`src/hw/rtl/set_assoc_cache_lru_2q_unit_assert.svh`:
```
// ----------------------------------------------------------------------------
// Assertion macros for the set-associative cache unit
// Shared forms for implication checks on the rising clock edge.
// ----------------------------------------------------------------------------
`ifndef SET_ASSOC_CACHE_LRU_2Q_UNIT_ASSERT_SVH
`define SET_ASSOC_CACHE_LRU_2Q_UNIT_ASSERT_SVH

// Same-cycle implication, disabled while reset is active.
`define SACL_ASSERT_SAME(lbl, clk, rst_n, ante, cons) \
  lbl: assert property (@(posedge clk) disable iff (!rst_n) (ante) |-> (cons)) \
    else $error("sacl check failed");

// Next-cycle implication, disabled while reset is active.
`define SACL_ASSERT_NEXT(lbl, clk, rst_n, ante, cons) \
  lbl: assert property (@(posedge clk) disable iff (!rst_n) (ante) |=> (cons)) \
    else $error("sacl check failed");

`endif

```
`src/hw/rtl/sacl_ram.sv`:
```
// ----------------------------------------------------------------------------
// sacl_ram
// Generic single-port-write, single-port-read RAM with registered read data.
// ----------------------------------------------------------------------------
`default_nettype none
module sacl_ram #(
  parameter int WIDTH = 8,
  parameter int DEPTH = 16
) (
  input  logic                     clk,
  input  logic                     we,
  input  logic [$clog2(DEPTH)-1:0] waddr,
  input  logic [WIDTH-1:0]         wdata,
  input  logic                     re,
  input  logic [$clog2(DEPTH)-1:0] raddr,
  output logic [WIDTH-1:0]         rdata
);

  logic [WIDTH-1:0] mem [DEPTH];
  logic [WIDTH-1:0] rdata_r;

  always_ff @(posedge clk) begin
    if (we) begin
      mem[waddr] <= wdata;
    end
    if (re) begin
      rdata_r <= mem[raddr];
    end
  end

  assign rdata = rdata_r;

endmodule
`default_nettype wire

```
`config.mk`:
```
export PLATFORM = sky130hd
export DESIGN_NAME = sacl_ram
export DESIGN_NICKNAME = d
export VERILOG_FILES = /design/src/hw/rtl/set_assoc_cache_lru_2q_unit_assert.svh /design/src/hw/rtl/sacl_ram.sv
export SDC_FILE = /design/constraint.sdc
export NUM_CORES = 1
export LEC_CHECK = 0
export BUFFER_PORTS_ARGS = -buffer_cell sky130_fd_sc_hd__buf_2
export CAP_MARGIN = 15
export CORE_MARGIN = 3
export CORE_UTILIZATION = 54
export CTS_CLUSTER_DIAMETER = 50
export DETAILED_ROUTE_END_ITERATION = 16
export GPL_TIMING_DRIVEN = 0
export PLACE_DENSITY = 0.71
export SLEW_MARGIN = 20
export SYNTH_ARGS = -nofsm -noshare
export SYNTH_HDL_FRONTEND = slang
export SYNTH_SLANG_ARGS = --single-unit
export TNS_END_PERCENT = 50
```
`constraint.sdc`:
```
create_clock -name clk -period 1.9 [get_ports clk]
set_clock_uncertainty 0.2 [all_clocks]
set_input_delay 0.38 -clock clk [delete_from_list [all_inputs] [get_ports clk]]
set_output_delay 0.38 -clock clk [all_outputs]
set_load 0.02 [all_outputs]
```
==> results.cfg <==
[outcome]
status = finished clean

[timing]
rsz0062_at_grt = false
fin_crit_ns = 1.76
worst-slew-pin-transition_ns = 0.819
max_freq_mhz = 567
min_period_over_period = 0.928
slew_headroom = 0.452
setup_viol = 0
drv_slew = 0
hold_viol = 0
tns_ns = 0

[synth]
synth_area_sq_um = 5230
yosys_warnings = 0
ys_ff_latch = 136
synthCells = 229
syn_nets = 248
ys_seq_area_frac = 0.781
synth_area_per_cell_sq_um = 22.8
ys_types = 18

[final_layout]
register_area_sq_um = 4080
multi_input_area_sq_um = 1080
antenna_cells = 0
fillers = 609
drive_gt1_frac = 0.290
area_growth_syn_to_layout_pct = 16.3
final_cell_count_no_fill = 415
nets = 293

[setup_path]
worst-setup-path-type = register to register
end_kind = register
cp_data_required_time_ns = 1.95
critPathArrivalTime_ns = 1.82
crit_path_max_fanout = 1
cp-start-kind = register

[pwr]
leakagePower_nw = 2.02
ir_worst_vdd_mv = 0.780
power_density_nw_per_um2 = 1100
power_mw = 6.68

[worst_hold_path]
hold_class = input pin to register

[clocking]
cts.sinks = 136
cts_buffers = 17
postCtsSetupBuffers = 0
cts_tree = done
cts_resized = 0
clock_path_buffers = 2
ctsHoldBuffers = 1
h-tree-depth = 4
clock-root-buffer = clkbuf_8
clk_latency_ns = 0.52
path_clk_slew_ns = 0.06

[detailed_routing]
vias_per_cell = 5.88
drt_iter0_drc = 210
drc = 0
wl_per_cell_microns = 22.9
first_pass_iters = 4
routed_wl_microns = 9510
vias = 2441
ant_nets = 0

[floorplanning]
pin_count = 27
die_h_microns = 104
initial_core_util = 0.560
num_rows = 35
dieArea_sq_um = 10900
dieWidth_microns = 104
coreArea_sq_um = 9330

[place]
io_buffers = 25
dp_hpwl_microns = 5910
gp_congestion = 0.721
dp.cells = 383

[grt]
grt_start_max_net_pins = 17
track_usage = 0.192
grt_pass1_vias = 2495
grt_overflow_total = 0
grt_pass1_wl_microns = 14900
antenna_found_initial = 0

[job]
maxCapViolCount = 0
-- metal layers --
layer	vias up	GRT usage	wire (microns)	share of wire
li1	1075	-	-	-
met1	1254	0.280	4130	0.43
met2	101	0.284	4670	0.49
met3	11	0.0453	583	0.061
met4	0	0.0741	126	0.013
met5	-	0	0	0
-- cells in the final DEF, fill, tap and decap left out --
cell type and n:
bufinv_16 2, mux4_1 14, nand2_1 9, mux4_2 18
buf_4 1, and2_1 1, buf_6 3, and2b_1 1
edfxtp_1 136, nor3_2 4, clkdlybuf4s25_2 3, clkinv_1 2
clkinv_2 3, clkbuf_16 16, buf_2 28, nand3b_1 2
clkbuf_8 1, nor2b_1 1, a22oi_1 16, clkbuf_1 4
nand3_1 1, clkinvlp_4 3, or3b_2 1, dlygate4sd3_1 1
nand2b_1 2, nor2_1 13
-- stage by stage --
step | hold slack (ns) | util | worst slack (ns) | area (sq um)
final | 0.0590 | 0.652 | 0.136 | 6080
after detailed placement | 0.523 | 0.593 | -0.371 | 5530
after CTS | 0.0445 | 0.652 | 0.150 | 6080
after global routing | 0.0634 | 0.652 | 0.108 | 6080
after global placement | 0.516 | 0.592 | -0.454 | 5520
after floorplan | 0.279 | - | 0.0376 | 5230
-- synth_stat cells --
master | number | area [sq um]
a22oi_1 | 16 | 120
and2_1 | 1 | 6.26
and2b_1 | 1 | 7.51
buf_2 | 3 | 15.0
buf_4 | 1 | 7.51
buf_6 | 3 | 33.8
clkdlybuf4s25_2 | 3 | 30.0
edfxtp_1 | 136 | 4080
mux4_1 | 14 | 368
mux4_2 | 18 | 405
nand2_1 | 9 | 33.8
nand2b_1 | 2 | 12.5
nand3_1 | 1 | 5.00
nand3b_1 | 2 | 15.0
nor2_1 | 13 | 48.8
nor2b_1 | 1 | 6.26
nor3_1 | 4 | 20.0
or3b_2 | 1 | 8.76
-- sequential cells by signal, indices dropped and copies added (netlist names) --
register,cells
mem,128
rdata,8
-- worst paths after layout --
kind / endpoint / slack, ns / cells after the start / from
worst max register to register: rdata[0] / 0.14 / 3 / mem[2][0]
worst min-delay path: mem[2][6] / 0.06 / 1 / wdata[6]
worst max-delay path: rdata[0] / 0.14 / 3 / mem[2][0]
worst min register to register: rdata[1] / 0.55 / 3 / mem[9][1]
-- worst max-delay path, cell delays in order, from the launching register on --
cell and delay (ns):
edfxtp_1 0.38, mux4_1 0.50, a22oi_1 0.31, nand2_1 0.11
-- report_power, final --
| group | switching, mW | internal [mW] |
|---|---|---|
| combinational | 0.201 | 0.132 |
| sequential | 0.0141 | 3.38 |
| clock | 1.11 | 1.84 |
| total | 1.32 | 5.35 |
-- final cells by class --
cell class,instances,share of cell area
plain buffers,10,0.0142
well taps,129,0.0266
flip-flops and latches,136,0.672
multi-input cells,83,0.177
clock buffers,21,0.0706
repair buffers,26,0.0222
clock inverters,10,0.0173
-- cell families (layout without fill, tap and decap cells) --
group                  count (synthesis)  count (layout)  synth area share
DFF                                  136             136             0.781
and+or+nand+nor                       35              35            0.0314
muxes                                 32              32             0.148
AOI/OAI and AO/OA                     16              16            0.0230
buffers and inverters                 10              67            0.0165
Note: power is estimated with default switching activity, not from simulation.
