$ cat src/hw/rtl/set_assoc_cache_lru_2q_unit_assert.svh
// ----------------------------------------------------------------------------
// Assertion macros for the set-associative cache unit
// Shared forms for implication checks on the rising clock edge.
// ----------------------------------------------------------------------------
`ifndef SET_ASSOC_CACHE_LRU_2Q_UNIT_ASSERT_SVH
`define SET_ASSOC_CACHE_LRU_2Q_UNIT_ASSERT_SVH

// Same-cycle implication, disabled while reset is active.
`define SACL_ASSERT_SAME(lbl, clk, rst_n, ante, cons) \
  lbl: assert property (@(posedge clk) disable iff (!rst_n) (ante) |-> (cons)) \
    else $error("sacl check failed");

// Next-cycle implication, disabled while reset is active.
`define SACL_ASSERT_NEXT(lbl, clk, rst_n, ante, cons) \
  lbl: assert property (@(posedge clk) disable iff (!rst_n) (ante) |=> (cons)) \
    else $error("sacl check failed");

`endif

$ cat src/hw/rtl/sacl_pkg.sv
// ----------------------------------------------------------------------------
// sacl_pkg
// Constants, codes and shared types of the set-associative cache unit.
// ----------------------------------------------------------------------------
`default_nettype none
package sacl_pkg;

  localparam int MAX_SET_BITS = 8;
  localparam int MAX_WAYS     = 8;
  localparam int ADDR_WIDTH   = 64;
  localparam int AGE_WIDTH    = 32;

  localparam int TOTAL_W      = 32;
  localparam int SET_BITS_W   = 4;
  localparam int BLOCK_BITS_W = 5;
  localparam int WAYS_W       = 4;
  localparam int CFG_DATA_W   = 5;
  localparam int CFG_IDX_W    = 2;

  localparam logic [SET_BITS_W-1:0]   SET_BITS_RST   = 4'd4;
  localparam logic [BLOCK_BITS_W-1:0] BLOCK_BITS_RST = 5'd4;
  localparam logic [WAYS_W-1:0]       WAYS_RST       = 4'd1;

  typedef enum logic [CFG_IDX_W-1:0] {
    CFG_SET_BITS   = 2'd0,
    CFG_BLOCK_BITS = 2'd1,
    CFG_WAYS_USED  = 2'd2,
    CFG_POLICY     = 2'd3
  } cfg_idx_t;

  typedef enum logic [1:0] {
    MODE_LOAD   = 2'd0,
    MODE_STORE  = 2'd1,
    MODE_MODIFY = 2'd2,
    MODE_IFETCH = 2'd3
  } mode_t;

  // Outcome of the set search, handed from the search unit to the updater.
  typedef struct packed {
    logic hit;
    logic have_empty;
    logic fifo_hit;
  } search_flags_t;

endpackage
`default_nettype wire

$ cat src/hw/rtl/sacl_search.sv
// ----------------------------------------------------------------------------
// sacl_search
// Searches one set row: tag hit, first empty way, oldest way, and the
// recent-tag queue; registers the outcome for the update step.
// ----------------------------------------------------------------------------
`default_nettype none
module sacl_search #(
  parameter int MAX_WAYS   = sacl_pkg::MAX_WAYS,
  parameter int ADDR_WIDTH = sacl_pkg::ADDR_WIDTH,
  parameter int AGE_WIDTH  = sacl_pkg::AGE_WIDTH,
  localparam int WAY_IW    = (MAX_WAYS > 1) ? $clog2(MAX_WAYS) : 1,
  localparam int CNT_W     = $clog2(MAX_WAYS + 1)
) (
  input  logic                        clk,
  input  logic                        en,
  input  logic [ADDR_WIDTH-1:0]       tag,
  input  logic [CNT_W-1:0]            ways,
  input  logic [MAX_WAYS-1:0]         valid,
  input  logic [ADDR_WIDTH-1:0]       tags  [MAX_WAYS],
  input  logic [AGE_WIDTH-1:0]        ages  [MAX_WAYS],
  input  logic [ADDR_WIDTH-1:0]       rtags [MAX_WAYS],
  input  logic [CNT_W-1:0]            rcount,
  output sacl_pkg::search_flags_t     flags,
  output logic [WAY_IW-1:0]           hit_way,
  output logic [WAY_IW-1:0]           empty_way,
  output logic [WAY_IW-1:0]           old_way,
  output logic [WAY_IW-1:0]           fifo_idx
);

  sacl_pkg::search_flags_t flags_nxt, flags_r;
  logic [WAY_IW-1:0] hit_way_nxt, empty_way_nxt, old_way_nxt, fifo_idx_nxt;
  logic [WAY_IW-1:0] hit_way_r, empty_way_r, old_way_r, fifo_idx_r;

  always_comb begin
    flags_nxt     = '0;
    hit_way_nxt   = '0;
    empty_way_nxt = '0;
    old_way_nxt   = '0;
    fifo_idx_nxt  = '0;
    for (int i = 0; i < MAX_WAYS; i++) begin
      if (i < int'(ways)) begin
        if (!flags_nxt.hit && valid[i] && tags[i] == tag) begin
          flags_nxt.hit = 1'b1;
          hit_way_nxt   = WAY_IW'(i);
        end
        if (!flags_nxt.have_empty && !valid[i]) begin
          flags_nxt.have_empty = 1'b1;
          empty_way_nxt        = WAY_IW'(i);
        end
        // Strictly greater, so the lowest way keeps a tie.
        if (i > 0 && ages[i] > ages[old_way_nxt]) begin
          old_way_nxt = WAY_IW'(i);
        end
      end
      if (!flags_nxt.fifo_hit && i < int'(rcount) && rtags[i] == tag) begin
        flags_nxt.fifo_hit = 1'b1;
        fifo_idx_nxt       = WAY_IW'(i);
      end
    end
  end

  always_ff @(posedge clk) begin
    if (en) begin
      flags_r     <= flags_nxt;
      hit_way_r   <= hit_way_nxt;
      empty_way_r <= empty_way_nxt;
      old_way_r   <= old_way_nxt;
      fifo_idx_r  <= fifo_idx_nxt;
    end
  end

  assign flags     = flags_r;
  assign hit_way   = hit_way_r;
  assign empty_way = empty_way_r;
  assign old_way   = old_way_r;
  assign fifo_idx  = fifo_idx_r;

endmodule
`default_nettype wire

$ cat config.mk
export PLATFORM = sky130hd
export DESIGN_NAME = sacl_search
export DESIGN_NICKNAME = d
export VERILOG_FILES = /design/src/hw/rtl/set_assoc_cache_lru_2q_unit_assert.svh /design/src/hw/rtl/sacl_pkg.sv /design/src/hw/rtl/sacl_search.sv
export SDC_FILE = /design/constraint.sdc
export NUM_CORES = 2
export LEC_CHECK = 0
export BUFFER_PORTS_ARGS = -buffer_cell sky130_fd_sc_hd__buf_2
export CORE_AREA = 8 8 536 538
export CTS_CLUSTER_SIZE = 16
export DETAILED_ROUTE_END_ITERATION = 10
export DIE_AREA = 0 0 544 546
export GPL_ROUTABILITY_DRIVEN = 0
export PLACE_DENSITY_LB_ADDON = 0.05
export SLEW_MARGIN = 20
export SYNTH_ARGS = -nofsm -noshare
export SYNTH_HDL_FRONTEND = slang
export SYNTH_SLANG_ARGS = --single-unit
$ cat constraint.sdc
create_clock -name clk -period 21.3 [get_ports clk]
set_input_delay 1.065 -clock clk [delete_from_list [all_inputs] [get_ports clk]]
set_output_delay 1.065 -clock clk [all_outputs]
set_load 0.005 [all_outputs]
==> results.md <==
- WL per Instance: 40.94 um
- First-pass GRT wire length: 416,100 um
- Slew @ Worst Pin: 1190 ps
- H-tree Lvls: 1
- Nets: 6,079
- CP endpoint kind: flop
- Post-DP HPWL: 303,200 um
- Flip-flop and latch count after synthesis: 15
- Post-Syn Instances: 3,024
- Grt ovf: 0
- Prevailing post-synth register cell: edfxtp_1
- Final instance area: 35,730 um2
- Drt pass-1 iters: 5
- Async SR Flop Fraction: 0%
- Slew Limit Fails: 0
- Vias per cell: 3.870
- RSZ-0062 raised after global routing: no
- Critical path's slowest cell: nor4_2
- Leakage power: 15.53 nW
- Crit path largest cell delay: 620 ps
- Status: completed
- EDFF count, synth: 15
- Antenna viol nets, final: 0
- Post-synthesis adder-cell area fraction: 12.66%
- VDD IR max: 0.03865 mV
- Pin count of the biggest net entering global routing: 30
- Setup TNS: 0 ps
- P&R area growth vs syn: 61.44%
- Final min period: 20,010 ps
- Crit. Startpoint: ages[255]
- WS Path Type: input port to flop
- CP required: 21,300 ps
- Net Count, Synth: 4,610
- Total track usage: 21.83%
- TritonCTS clock tree: built
- Synth warn: 0
- Post-DP Area: 35,230 um2
- XOR/XNOR Fraction of Synth Area: 33.84%
- Core Rows: 194
- Cell variety after synth: 83
- Die Y: 546 um
- Mapped Area: 22,130 um2
- I/O Buffers: 1,376
- Post-synthesis simple-gate area fraction: 18.05%
- Final setup violation count: 0
- Core area: 278,400 um2
- Critical hold path startpoint: valid[0]
- Main combinational cell family by area after synthesis: XOR/XNOR gates
- Multiplexer area fraction after synthesis: 5.546%
- Final hold vios: 0
- Fmax achieved: 49.97 MHz
- Vias in the first global route: 34.25k
- Root Buffer: clkbuf_16
- # DRC: 0
- Relative slew slack: 20.12%
- IO Pins: 1,377
- CTS Buf Count: 3
- Most used cell, CP: buf_4
- Initial antenna violation count: 330
- Post-synthesis sequential area ratio: 2.035%
- CP max FO: 16
- Vias: 32.35k
- Avg Cell Area, Syn: 7.319 um2
- CP Launch Type: input port
- Critical Path AT: 20,010 ps
- Final Core Density: 12.83%
- Clock-pin transition on the worst setup and hold timing paths: 60 ps
- Clock Sinks: 15
- Die W: 544 um
- Final WL: 342,200 um
- Fraction of layout cells with a size suffix above 1: 38.65%
- Initial core utilization: 7.949%
- Iter 0 DRT Violations: 2,085
- Buffer depth of the longest clock path: 2
- Pwr per Cell Area: 66.64 nW/um2
- Max cap viols: 0
- Final Cycle Share: 93.95%
- Die area: 297,000 um2
- Hold crit path type: input port to flop
- Compound-Gate Fraction of Synth Area: 21.09%
sequential cells by signal (all words and copies together), names as in the netlist:
name,flops
old_way,3
hit_way,3
empty_way,3
fifo_idx,3
flags,3
cell usage in the layout (no fill, tap or decap), types with 18 or more instances in the layout:
cell / n
a21o_1: 32
a21oi_1: 161
a221o_1: 20
a221oi_1: 57
a22oi_1: 35
a31oi_1: 18
buf_2: 1376
buf_4: 274
diode_2: 143
ha_1: 224
inv_1: 182
mux2_2: 23
mux2i_1: 90
nand2_1: 160
nand3_1: 55
nand4_1: 188
nor2_1: 106
nor3_1: 31
nor4_1: 124
o211ai_1: 18
o21ai_0: 102
o221ai_1: 24
o22ai_1: 65
o2bb2ai_1: 23
xnor2_1: 423
xor2_1: 431
worst max-delay path, delay by kind of cell:
kind,cells,cell delay (ps)
AO/OA/AOI/OAI,38,9390
buffers and inverters,15,2620
adder cells (fa/ha/maj),7,2040
AND/OR/NAND/NOR,18,3710
multiplexers,3,1090
layout make-up:
cell class	count	area, um2
clock inverter	1	7.507
multi-input combinational	2630	20380
fill	32852	242700
antenna	143	357.8
clock buffer	3	75.07
timing repair buffer	1658	9104
inverter	185	694.4
tap	3724	4659
sequential	15	450.4
metrics by stage:
| step | cells | total power [mW] | hold WS, ps | setup slack, ps |
|---|---|---|---|---|
| after floorplan | 3024 | 1.089 | 1178 | 4792 |
| final | 8359 | 2.381 | 1223 | 1288 |
| after global routing | 8272 | 2.565 | 1209 | 331.4 |
| after detailed placement | 8208 | 2.361 | 1476 | 399.0 |
| after CTS | 8212 | 2.416 | 1207 | 587.7 |
| after global placement | 8208 | 2.409 | 1467 | 479.5 |
power breakdown:
part | switching [mW] | leakage, nW | internal (mW) | total (mW)
clock network | 0.0157 | 0.0380 | 0.0254 | 0.0411
registers | 0.00524 | 0.144 | 0.0391 | 0.0444
logic | 1.39 | 15.4 | 0.904 | 2.30
total | 1.41 | 15.5 | 0.968 | 2.38
path summary, 6_finish.rpt:
kind            to  slack [ps]  depth (start not counted)
max     old_way[1]        1290                         81
min   empty_way[0]        1220                          2
synthesized netlist by cell type (65+ instances only):
cell      number  share of area, %
xor2_1       431                17
xnor2_1      424                17
ha_1         224                13
nand4_1      188               5.3
inv_1        182               3.1
a21oi_1      163               3.7
nand2_1      160               2.7
nor4_1       137               3.9
clkbuf_1     125               2.1
nor2_1       106               1.8
o21ai_0      102               2.3
mux2i_1       90               4.1
o22ai_1       65               1.8
cell families after synthesis:
group,count (synthesis)
xor+xnor,855
simple gates,750
compound gates,683
buf+inv,379
fa+ha+maj,224
mux,118
flops,15
layer usage:
layer | wire length [um] | global-route usage (%) | vias up
met1 | 139400 | 25.65 | 15907
met2 | 169500 | 39.83 | 1552
met5 | 950 | 0 | -
li1 | - | - | 14215
met3 | 18900 | 4.685 | 529
met4 | 13430 | 5.731 | 148
repair_timing:
| action | 4_1_cts | 5_1_grt |
|---|---|---|
| hold buffers | 0 | 0 |
| gates resized for setup | 0 | 2 |
| endpoints found under the setup margin | 0 | 3 |
| buffers inserted | 0 | 4 |
Power figures use the tool's default switching activity.
